**src/nnt_pkg.sv**
```systemverilog
package nnt_pkg;

    localparam int MAX_OBJECTS = 32;
    localparam int IDX_W       = (MAX_OBJECTS > 1) ? $clog2(MAX_OBJECTS) : 1;
    localparam int CNT_W       = $clog2(MAX_OBJECTS + 1);
    localparam int ADDR_W      = IDX_W + 1;
    localparam int COORD_W     = 16;
    localparam int ID_W        = 16;
    localparam int TOL_W       = 16;
    localparam int FRAME_W     = 6;
    localparam int SQ_W        = 2 * COORD_W;
    localparam int DIST_W      = SQ_W + 1;
    localparam int WORD_W      = 2 * COORD_W + ID_W;
    localparam int PADDR_W     = 3;
    localparam int PDATA_W     = 32;

    localparam logic [TOL_W-1:0] TOL_RESET = TOL_W'(50);

    // register word index on the apb port
    localparam logic REG_MATCH_TOL = 1'b0;

    typedef enum logic [1:0] {
        S_IDLE,
        S_SEARCH,
        S_DRAIN,
        S_DECIDE
    } t_state;

    typedef struct packed {
        logic start;
        logic issue;
    } t_scan_req;

    typedef struct packed {
        logic            busy;
        logic            hit;
        logic [ID_W-1:0] best_id;
    } t_scan_res;

endpackage

```
**src/nnt_table_ram.sv**
```systemverilog
module nnt_table_ram (
    input  logic                        i_clk,
    input  logic                        i_we,
    input  logic [nnt_pkg::ADDR_W-1:0]  i_waddr,
    input  logic [nnt_pkg::WORD_W-1:0]  i_wdata,
    input  logic [nnt_pkg::ADDR_W-1:0]  i_raddr,
    output logic [nnt_pkg::WORD_W-1:0]  o_rdata
);
    import nnt_pkg::*;

    localparam int DEPTH = 2 ** ADDR_W;

    logic [WORD_W-1:0] r_mem [DEPTH];
    logic [WORD_W-1:0] r_rdata;

    always_ff @(posedge i_clk) begin
        if (i_we) begin
            r_mem[i_waddr] <= i_wdata;
        end
    end

    always_ff @(posedge i_clk) begin
        r_rdata <= r_mem[i_raddr];
    end

    assign o_rdata = r_rdata;

endmodule

```
**src/nnt_dist_unit.sv**
```systemverilog
module nnt_dist_unit (
    input  logic                                i_clk,
    input  logic                                i_rst_n,
    input  nnt_pkg::t_scan_req                  i_req,
    input  logic signed [nnt_pkg::COORD_W-1:0]  i_x,
    input  logic signed [nnt_pkg::COORD_W-1:0]  i_y,
    input  logic [nnt_pkg::TOL_W-1:0]           i_tol,
    input  logic [nnt_pkg::WORD_W-1:0]          i_rdata,
    output nnt_pkg::t_scan_res                  o_res
);
    import nnt_pkg::*;

    logic                r_v1;
    logic                r_v2;
    logic [SQ_W-1:0]     r_sq_x;
    logic [SQ_W-1:0]     r_sq_y;
    logic [ID_W-1:0]     r_id2;
    logic [DIST_W-1:0]   r_best_d;
    logic [ID_W-1:0]     r_best_id;
    logic [SQ_W-1:0]     r_tol_sq;

    logic signed [COORD_W-1:0] px;
    logic signed [COORD_W-1:0] py;
    logic [ID_W-1:0]           pid;
    logic signed [COORD_W:0]   dx;
    logic signed [COORD_W:0]   dy;
    logic [COORD_W:0]          ax;
    logic [COORD_W:0]          ay;
    logic [DIST_W-1:0]         d_sum;

    assign px  = i_rdata[COORD_W-1:0];
    assign py  = i_rdata[2*COORD_W-1:COORD_W];
    assign pid = i_rdata[WORD_W-1:2*COORD_W];

    always_comb begin
        dx    = {i_x[COORD_W-1], i_x} - {px[COORD_W-1], px};
        dy    = {i_y[COORD_W-1], i_y} - {py[COORD_W-1], py};
        ax    = dx[COORD_W] ? (COORD_W+1)'(-dx) : dx;
        ay    = dy[COORD_W] ? (COORD_W+1)'(-dy) : dy;
        d_sum = {1'b0, r_sq_x} + {1'b0, r_sq_y};
    end

    always_ff @(posedge i_clk) begin
        if (!i_rst_n) begin
            r_v1 <= 1'b0;
            r_v2 <= 1'b0;
        end else begin
            r_v1 <= i_req.issue;
            r_v2 <= r_v1;
        end
    end

    // squares of the coordinate differences, one stored entry per cycle
    always_ff @(posedge i_clk) begin
        r_sq_x   <= ax[COORD_W-1:0] * ax[COORD_W-1:0];
        r_sq_y   <= ay[COORD_W-1:0] * ay[COORD_W-1:0];
        r_id2    <= pid;
        r_tol_sq <= i_tol * i_tol;
    end

    // strict compare keeps the lowest index on ties
    always_ff @(posedge i_clk) begin
        if (i_req.start) begin
            r_best_d <= '1;
        end else if (r_v2 && (d_sum < r_best_d)) begin
            r_best_d  <= d_sum;
            r_best_id <= r_id2;
        end
    end

    assign o_res.busy    = r_v1 | r_v2;
    assign o_res.hit     = r_best_d < {1'b0, r_tol_sq};
    assign o_res.best_id = r_best_id;

endmodule

```
**src/nearest_neighbor_id_tracker_unit.sv**
```systemverilog
// Nearest-neighbor id tracker. Each center transfer is compared against every
// center stored for the previous frame, one stored center per clock through a
// shared squared-distance unit, and gets the nearest old id if that distance is
// below match_tolerance, else a fresh 16-bit id; a center that finds the
// current table full gets id 0 and the overflow flag. An end-of-frame transfer
// swaps the current and previous tables. The previous table holds at most 32
// centers. An end of frame, or a center that finds the previous table empty or
// the current one full, skips the scan over the single-read-port table memory.
// The block takes one item at a time; a finished result waits in an output
// register. match_tolerance sits at apb address 0.
module nearest_neighbor_id_tracker_unit (
    input  logic                               i_clk,
    input  logic                               i_rst_n,
    input  logic                               i_in_valid,
    output logic                               o_in_ready,
    input  logic                               i_action,
    input  logic signed [nnt_pkg::COORD_W-1:0] i_center_x,
    input  logic signed [nnt_pkg::COORD_W-1:0] i_center_y,
    output logic                               o_out_valid,
    input  logic                               i_out_ready,
    output logic [nnt_pkg::ID_W-1:0]           o_object_id,
    output logic                               o_matched,
    output logic                               o_overflow,
    output logic [nnt_pkg::FRAME_W-1:0]        o_frame_count,
    input  logic                               psel,
    input  logic                               penable,
    input  logic                               pwrite,
    input  logic [nnt_pkg::PADDR_W-1:0]        paddr,
    input  logic [nnt_pkg::PDATA_W-1:0]        pwdata,
    output logic [nnt_pkg::PDATA_W-1:0]        prdata,
    output logic                               pready
);
    import nnt_pkg::*;

    t_state r_state;
    t_state n_state;

    logic                      r_action;
    logic signed [COORD_W-1:0] r_x;
    logic signed [COORD_W-1:0] r_y;
    logic [TOL_W-1:0]          r_tol;
    logic                      r_cur_bank;
    logic [CNT_W-1:0]          r_cur_count;
    logic [CNT_W-1:0]          r_prev_count;
    logic [IDX_W-1:0]          r_scan;
    logic [ID_W-1:0]           r_fresh_id;

    logic                      r_out_valid;
    logic [ID_W-1:0]           r_out_id;
    logic                      r_out_matched;
    logic                      r_out_overflow;
    logic [FRAME_W-1:0]        r_out_frame;

    logic        accept;
    logic        fire;
    logic        scan_last;
    logic        skip_scan;
    logic        cur_full;
    logic        cfg_write;
    t_scan_req   req;
    t_scan_res   res;
    logic        we;
    logic [ADDR_W-1:0] waddr;
    logic [ADDR_W-1:0] raddr;
    logic [WORD_W-1:0] wdata;
    logic [WORD_W-1:0] rdata;
    logic [ID_W-1:0]   sel_id;

    assign cur_full  = r_cur_count >= CNT_W'(MAX_OBJECTS);
    assign scan_last = (CNT_W'(r_scan) + CNT_W'(1)) == r_prev_count;
    assign skip_scan = i_action || (r_prev_count == '0) || cur_full;
    assign cfg_write = psel && penable && pwrite && pready;

    // next state
    always_comb begin
        n_state = r_state;
        unique case (r_state)
            S_IDLE: begin
                if (accept) begin
                    n_state = skip_scan ? S_DECIDE : S_SEARCH;
                end
            end
            S_SEARCH: begin
                if (scan_last) begin
                    n_state = S_DRAIN;
                end
            end
            S_DRAIN: begin
                if (!res.busy) begin
                    n_state = S_DECIDE;
                end
            end
            S_DECIDE: begin
                if (fire) begin
                    n_state = S_IDLE;
                end
            end
            default: n_state = S_IDLE;
        endcase
    end

    // state outputs
    always_comb begin
        o_in_ready = 1'b0;
        req.start  = 1'b0;
        req.issue  = 1'b0;
        fire       = 1'b0;
        unique case (r_state)
            S_IDLE: begin
                o_in_ready = 1'b1;
                req.start  = i_in_valid;
            end
            S_SEARCH: begin
                req.issue = 1'b1;
            end
            S_DRAIN: begin
            end
            S_DECIDE: begin
                fire = !r_out_valid || i_out_ready;
            end
            default: begin
            end
        endcase
    end

    assign accept = i_in_valid && o_in_ready;

    assign sel_id = res.hit ? res.best_id : r_fresh_id;
    assign we     = fire && !r_action && !cur_full;
    assign waddr  = {r_cur_bank, r_cur_count[IDX_W-1:0]};
    assign wdata  = {sel_id, r_y, r_x};
    assign raddr  = {~r_cur_bank, r_scan};

    always_ff @(posedge i_clk) begin
        if (!i_rst_n) begin
            r_state <= S_IDLE;
        end else begin
            r_state <= n_state;
        end
    end

    always_ff @(posedge i_clk) begin
        if (accept) begin
            r_action <= i_action;
            r_x      <= i_center_x;
            r_y      <= i_center_y;
        end
    end

    always_ff @(posedge i_clk) begin
        if (accept) begin
            r_scan <= '0;
        end else if (req.issue) begin
            r_scan <= r_scan + IDX_W'(1);
        end
    end

    always_ff @(posedge i_clk) begin
        if (!i_rst_n) begin
            r_tol <= TOL_RESET;
        end else if (cfg_write && (paddr[PADDR_W-1] == REG_MATCH_TOL)) begin
            r_tol <= pwdata[TOL_W-1:0];
        end
    end

    // frame tables live in two banks; end of frame just swaps them
    always_ff @(posedge i_clk) begin
        if (!i_rst_n) begin
            r_cur_bank   <= 1'b0;
            r_cur_count  <= '0;
            r_prev_count <= '0;
            r_fresh_id   <= '0;
        end else if (fire) begin
            if (r_action) begin
                r_cur_bank   <= ~r_cur_bank;
                r_prev_count <= r_cur_count;
                r_cur_count  <= '0;
            end else if (!cur_full) begin
                r_cur_count <= r_cur_count + CNT_W'(1);
                if (!res.hit) begin
                    r_fresh_id <= r_fresh_id + ID_W'(1);
                end
            end
        end
    end

    always_ff @(posedge i_clk) begin
        if (!i_rst_n) begin
            r_out_valid <= 1'b0;
        end else if (fire) begin
            r_out_valid <= 1'b1;
        end else if (i_out_ready) begin
            r_out_valid <= 1'b0;
        end
    end

    always_ff @(posedge i_clk) begin
        if (fire) begin
            if (r_action) begin
                r_out_id       <= '0;
                r_out_matched  <= 1'b0;
                r_out_overflow <= 1'b0;
                r_out_frame    <= FRAME_W'(r_cur_count);
            end else if (cur_full) begin
                r_out_id       <= '0;
                r_out_matched  <= 1'b0;
                r_out_overflow <= 1'b1;
                r_out_frame    <= FRAME_W'(r_cur_count);
            end else begin
                r_out_id       <= sel_id;
                r_out_matched  <= res.hit;
                r_out_overflow <= 1'b0;
                r_out_frame    <= FRAME_W'(r_cur_count + CNT_W'(1));
            end
        end
    end

    nnt_table_ram u_table (
        .i_clk   (i_clk),
        .i_we    (we),
        .i_waddr (waddr),
        .i_wdata (wdata),
        .i_raddr (raddr),
        .o_rdata (rdata)
    );

    nnt_dist_unit u_dist (
        .i_clk   (i_clk),
        .i_rst_n (i_rst_n),
        .i_req   (req),
        .i_x     (r_x),
        .i_y     (r_y),
        .i_tol   (r_tol),
        .i_rdata (rdata),
        .o_res   (res)
    );

    assign o_out_valid   = r_out_valid;
    assign o_object_id   = r_out_id;
    assign o_matched     = r_out_matched;
    assign o_overflow    = r_out_overflow;
    assign o_frame_count = r_out_frame;

    assign pready = 1'b1;
    assign prdata = (paddr[PADDR_W-1] == REG_MATCH_TOL) ? PDATA_W'(r_tol) : '0;

endmodule
```
**config.mk**
```make
export PLATFORM = sky130hd
export DESIGN_NAME = nearest_neighbor_id_tracker_unit
export DESIGN_NICKNAME = d
export VERILOG_FILES = /design/src/nnt_pkg.sv /design/src/nnt_table_ram.sv /design/src/nnt_dist_unit.sv /design/src/nearest_neighbor_id_tracker_unit.sv
export SDC_FILE = /design/constraint.sdc
export NUM_CORES = 2
export LEC_CHECK = 0
export BUFFER_PORTS_ARGS = -buffer_cell sky130_fd_sc_hd__clkbuf_2
export CORE_AREA = 2 2 620 622
export DETAILED_ROUTE_END_ITERATION = 12
export DIE_AREA = 0 0 622 624
export SYNTH_ARGS = -nofsm -noshare
export SYNTH_HDL_FRONTEND = slang
export SYNTH_SLANG_ARGS = --single-unit
```
**constraint.sdc**
```tcl
create_clock -name i_clk -period 11.13 [get_ports i_clk]
set_clock_uncertainty 0.2 [all_clocks]
set_input_delay 1.113 -clock i_clk [delete_from_list [all_inputs] [get_ports i_clk]]
set_output_delay 1.113 -clock i_clk [all_outputs]
set_load 0.03 [all_outputs]
```
Word-level counts from Yosys, hierarchy flattened:

Memory sizes are Yosys's and may differ from the RTL's. A register that Yosys moved wholly into a read port is not among the register bits.
Index checks and enable logic that the tools add are counted.

* $add $sub $neg: 9
* multiply operators: 3
* order comparisons: 3
* equality and inequality tests: 8
* mux-type cells: 22
* bitwise logic cells: 7
* reduce and logical (&&, ||, !) cells: 21

Operator list (count)
* $mul A16 B16 Y32: 3
* $mux W16: 4
* $sub A16 B16 Y17: 2
* $add A32 B32 Y33: 1
* $lt A33 B32 Y1: 1
* $lt A33 B33 Y1: 1
* $neg A16 Y16: 2
* $mux W6: 3
* $add A16 B1 Y16 const B: 1
* $mux W2: 5
* $mux W1: 9
* $ne A2 B2 Y1 const B: 4
* $pmux W2 S4: 1
* $reduce_and A4 Y1: 2
* $logic_and A1 B1 Y1: 7
* $add A5 B1 Y6 const B: 1
* $add A6 B1 Y6 const B: 1
* $eq A6 B6 Y1: 1
* $ge A6 B6 Y1 const B: 1
* $logic_not A6 Y1: 1
* $not A1 Y1: 6
* $add A5 B1 Y5 const B: 1
* $eq A2 B2 Y1 const B: 2
* $reduce_and A2 Y1: 2
* other kinds (7): 11

* bits in registers: 273
* RAM bits: 3072
* input bits: 75
* output and inout bits: 59
* logic and storage cells: 97
* memories: 1

Memories
* u_table.r_mem: depth 64, bits a word 48, rd ports 1, clocked after memory_dff 1, write ports 1, RTL line nnt_table_ram.sv:13 `logic [WORD_W-1:0] r_mem [DEPTH];`

Longest topological paths before layout:

* depth after elaboration: 7
* gate-level depth with buffers: 41
* mapped depth without buffers: 39

Hierarchy:

Synthesis repeated with hierarchy kept, for this count alone.

* cell total of the unflattened synthesis: 8738
* area, all modules: 151854.4 sq um

By module, submodules not included
* nnt_table_ram: instances 1, cells an instance 4970, area each 117117.3 sq um
* nnt_dist_unit: instances 1, cells an instance 3334, area each 29839.9 sq um
* nearest_neighbor_id_tracker_unit: instances 1, cells an instance 434, area each 4897.2 sq um

Worst setup path before layout:

OpenSTA, ideal clock, no wires.

* path kind: register to register
* start point: reg r_y[0]
* end point: reg u_dist.r_sq_y[30]
* library setup time: 0.123 ns
* arrival time: 9.915 ns
* slack: 0.892 ns
* cell stages (with the launch flop): 34
* path through: edfxtp_1 > inv_1 > ha_1 > fa_1 > nor2b_2 > o21bai_4 > a311oi_4 > nor3b_1 > or4b_4 > or3_1 > o31ai_1 > xnor2_1 > clkinv_1 > nand2_1 > fa_1 > fa_1 > inv_1 > fa_1 > fa_1 > fa_1 > inv_1 > fa_1 > inv_1 > ha_1 > a21o_1 > a21o_1 > a21oi_1 > nor2b_1 > or4_1 > o211ai_1 > a21oi_1 > a2111oi_0 > a21oi_1 > xor2_1

* longest elaborated chain between the ends: 4

RTL lines
* start, declared: RTL line nearest_neighbor_id_tracker_unit.sv:40 `logic signed [COORD_W-1:0] r_y;`
* start signal, assigned: RTL line nearest_neighbor_id_tracker_unit.sv:146 `r_y <= i_center_y;`
* $sub A16 B16 Y17 (*): RTL line nnt_dist_unit.sv:37 `dy = {i_y[COORD_W-1], i_y} - {py[COORD_W-1], py};`
* $neg A16 Y16: RTL line nnt_dist_unit.sv:39 `ay = dy[COORD_W] ? (COORD_W+1)'(-dy) : dy;`
* $mux W16 (*): RTL line nnt_dist_unit.sv:39
* $mul A16 B16 Y32 (*): RTL line nnt_dist_unit.sv:56 `r_sq_y <= ay[COORD_W-1:0] * ay[COORD_W-1:0];`
* end signal, assigned: RTL line nnt_dist_unit.sv:56
* end, declared: RTL line nnt_dist_unit.sv:16 `logic [SQ_W-1:0] r_sq_y;`

Every way passes the cells marked *; elsewhere a longest branch is shown, timed or not.
A chain may end at the register's enable or synchronous reset.

Final worst setup path:

Same ends and word-level chain as after synthesis.

==> results <==
- The flow ran to the end, but the final reports show violations.
- The final reports fail on capacitance limit, slew limit.
- Wire segments on met2 add up to between 200000 and 250000 µm in the final route.
- The final number of max-transition violations was 7.
- The top metal layer carrying routed signals is met5.
- The total wire length after detailed routing is just over 400000 µm.
- The count of nets left with antenna violations after detail routing is 0.
- The footprint of the flip-flops and latches is around 99000 µm².
- Static timing analysis puts the maximum clock frequency at about 0.095 GHz.
- In the final layout, the share of cells above drive strength 1 is 22.3%.
- Summed over all instances, the cell type with the most area after synthesis is sky130_fd_sc_hd__edfxtp_1.
- The launching element type of the critical path is a register.
- The initial standard-cell utilization of the core is approximately two fifths.
- The tree built by TritonCTS fans out to around 3400 sinks.
- The start-to-end type of the worst setup path is reg -> reg.
- The async set-reset flop share out of synthesis is 0%.
- The mean routed wirelength per cell is 29.6 µm.
- The startpoint of the worst hold path is u_table.o_rdata[34].
- Counting the fill cells in the layout gives ~32000.
- For this design the top-level I/O count stands at about 130.
- Summed over its instances, the top area cell type makes up just over 60% of the synthesized netlist area.
- Along the worst path, the maximum fanout reaches 9.
- The final setup violation count is 0.
- The congestion estimate from routability-driven global placement came to between 0.8 and 0.9.
- The count of standard-cell rows is roughly 230.
- The count of H-tree levels built during CTS is 5.
- The half-perimeter wire length after placement is ~230000 µm.
- The multi-input gate area in the final layout is roughly 50000 µm².
- The number of synthesis warnings is 0.
- In the finished design, the share of the clock period the worst path needs comes to between 90% and 100%.
- The flip-flop and latch count after synthesis is 3390.
- The number of synthesized flops with an enable pin is 3145.
- The most repeated library cell on the critical path is sky130_fd_sc_hd__fa_1.
- Clock-pin slew was measured on the worst setup and hold paths at 0.06 ns.
- The cell area after synthesis is ~150000 µm².
- The start point of the critical path is r_y[0].
- Setup total negative slack on the finished layout was measured at 0 ns.
- The number of buffers inserted by port buffering is 98.
- The number of gates resized after cts is 0.
- The required time at the worst-slack endpoint is 11.69 ns.
- For this run, design rule violations remaining after detail routing come to 0.
- The number of different library cells used by synthesis comes to 97.
- The start of the worst register-to-register path is r_y[0].
- Entering global routing, the biggest net connects between 100 and 150 pins.
- The global router's overall resource usage is a little over a fifth.
- The post-CTS setup-driven buffer insertion count is 0.
- Summing over every cut layer, the via total after detailed routing is roughly 80000.
- The routed length on met1 is ~170000 µm.
- The first global-routing pass estimated 589000 µm of wire.
- The total core area is ~380000 µm².
- Setup repair after global routing left no endpoint under its margin.
- In this run the tightest slew margin relative to its limit is -1.56%.
- Synthesis handed over a netlist of approximately 8000 instances.
- The maximum clock insertion buffer count is 4.
- The number of hold violations in the final report was 0.
- After the first detailed-routing iteration, the DRC count stood at between 8000 and 9000.
- The largest individual stage delay along the critical path comes from the cell sky130_fd_sc_hd__a2111oi_0.
- Among all flip-flop cells after synthesis, the most frequent one is sky130_fd_sc_hd__edfxtp_1.
- A synthesized cell averages between 15 and 20 µm².
- The tree is rooted in a sky130_fd_sc_hd__clkbuf_16.
- The via count of the first global-routing pass was ~80000.
- Detailed routing placed a total of 26400 µm of wire on met3.
- The clock period minus worst slack is 10.48 ns.
- The number of nets in the final layout is 9580.
- The min-delay analysis places its worst path in the category reg -> reg.
- In this run the vertical extent of the chip is ~620 µm.
- At the pin with the least slew margin, the transition time is between 1.5 and 2 ns.
- The total global routing overflow is 0.
- The clock insertion delay at the later pin of the skew report is approximately 0.95 ns.
- The number of antenna violations at the first check in global routing is 20.
- The iteration count of the initial detailed-routing pass is 7.
- Max-cap violations in this run came to 1.
- Clock tree synthesis inserted a total of about 360 buffers.
- Measured along the x axis, the die boundary spans approximately 620 µm.
- The part of the Yosys area used for sequential elements is 65.4%.
- The ratio of routed vias to standard cells is approximately 5.6.
- Hold repair after CTS inserted 0 buffers.
- The worst setup path is captured at a register.
- Yosys attributes the largest share of cell area to sky130_fd_sc_hd__edfxtp_1 62%, sky130_fd_sc_hd__mux4_2 15%, sky130_fd_sc_hd__fa_1 6.5%, sky130_fd_sc_hd__ha_1 3.5%, sky130_fd_sc_hd__dfxtp_1 3.2%.
- The floorplan step defined a die boundary enclosing between 300000 and 400000 µm².
- The data arrival time of the critical path is ~11 ns.
- On the worst path, the slowest cell contributes a delay of between 0.6 and 0.7 ns.
- The CTS tree is done.
- The area added between synthesis and finish is 12.7%.
## worst max-delay path, delay by kind of cell, from the launching register on
kind / cells / cell delay (ns)
compound gates: 10 / 2.41
xor+xnor: 2 / 0.35
fa+ha+maj: 9 / 3.96
buf+inv: 6 / 0.85
flops: 1 / 0.36
simple gates: 7 / 2.15
## cell usage after synthesis (41+ instances only)
cell type,instances
sky130_fd_sc_hd__edfxtp_1,3145
sky130_fd_sc_hd__mux4_2,1008
sky130_fd_sc_hd__inv_1,849
sky130_fd_sc_hd__fa_1,490
sky130_fd_sc_hd__ha_1,427
sky130_fd_sc_hd__nor2_1,312
sky130_fd_sc_hd__nand2_1,309
sky130_fd_sc_hd__dfxtp_1,245
sky130_fd_sc_hd__clkbuf_1,212
sky130_fd_sc_hd__xnor2_1,128
sky130_fd_sc_hd__a21oi_1,112
sky130_fd_sc_hd__and2_1,85
sky130_fd_sc_hd__buf_1,85
sky130_fd_sc_hd__o21ai_0,84
sky130_fd_sc_hd__a21o_1,80
sky130_fd_sc_hd__xor2_1,62
sky130_fd_sc_hd__nand3_1,53
sky130_fd_sc_hd__nand2b_1,43
sky130_fd_sc_hd__nor2b_1,41
## area by class of cell
cell class              count  share of cell area (%)
diodes                     13                  0.0190
clock buffers             457                    5.60
clock inverters           195                    1.10
inverters                 871                    1.91
multi-input cells        3659                    28.4
flip-flops and latches   3390                    58.0
well taps                5038                    3.68
repair buffers            309                    1.28
## flip-flops by register name, indices dropped and copies added, names as in the netlist, 16 cells and up
name / flops
r_fresh_id: 16
r_tol: 16
o_object_id: 16
u_table.o_rdata: 48
u_dist.r_tol_sq: 31
u_dist.r_sq_x: 31
u_dist.r_sq_y: 31
u_dist.r_id2: 16
u_dist.r_best_d: 33
u_table.r_mem: 3072
r_y: 16
u_dist.r_best_id: 16
r_x: 16
## kinds of logic after synthesis
| logic type | count (synthesis) | synth area share [%] |
|---|---|---|
| AO/OA/AOI/OAI | 475 | 2.15 |
| XOR/XNOR | 194 | 1.15 |
| adder cells (fa/ha/maj) | 917 | 9.97 |
| buffers and inverters | 1194 | 3.00 |
| flip-flops | 3390 | 65.4 |
| multiplexers | 1058 | 15.3 |
| other | 2 | 0.00494 |
| AND/OR/NAND/NOR | 998 | 3.08 |
## layout by cell type (no fill, tap or decap), drive strengths merged, types with 11 or more instances in the layout
| cell | synthesis | final |
|---|---|---|
| a21boi | 33 | 33 |
| a21o | 80 | 80 |
| a21oi | 112 | 112 |
| and2 | 85 | 85 |
| and3 | 22 | 22 |
| buf | 111 | 211 |
| bufinv | 0 | 27 |
| clkbuf | 212 | 555 |
| clkinv | 10 | 154 |
| clkinvlp | 0 | 13 |
| conb | 2 | 17 |
| dfxtp | 245 | 245 |
| diode | 0 | 13 |
| edfxtp | 3145 | 3145 |
| fa | 490 | 490 |
| ha | 427 | 427 |
| inv | 861 | 872 |
| mux2 | 18 | 18 |
| mux2i | 32 | 32 |
| mux4 | 1008 | 1008 |
| nand2 | 309 | 309 |
| nand2b | 43 | 43 |
| nand3 | 53 | 53 |
| nand4 | 21 | 21 |
| nor2 | 319 | 319 |
| nor2b | 42 | 42 |
| nor3 | 34 | 34 |
| o21a | 32 | 32 |
| o21ai | 87 | 87 |
| o21bai | 18 | 18 |
| o31ai | 15 | 15 |
| or2 | 11 | 11 |
| or3 | 18 | 18 |
| xnor2 | 128 | 128 |
| xor2 | 64 | 64 |
## metal layers
metal  vias up  global-route usage [%]
met5         -                       0
met4         4                    7.26
met3       627                    2.47
met2      3055                    35.0
met1     42300                    28.9
li1      32300                       -
## through the flow
step	hold WS [ns]	setup WS, ns	util (%)	area [µm²]	cells
finish	0.129	0.649	44.9	171000	13900
global route	0.138	0.0965	44.9	171000	13900
CTS	0.0933	0.627	44.9	171000	13900
detailed placement	0.115	0.707	41.9	160000	13300
global placement	0.112	0.697	41.9	160000	13300
floorplan	0.110	0.892	-	152000	8243
## worst paths after layout
kind	end	slack, ns	cells after the start
min reg2reg	u_dist.r_id2[2]	0.13	0
max reg2reg	u_dist.r_sq_y[30]	0.65	34
min	u_dist.r_id2[2]	0.13	0
max	u_dist.r_sq_y[30]	0.65	34
Power is left out: the tool's default activity adds up to more than one toggle a clock period on the data nets, which glitch-free logic cannot reach.
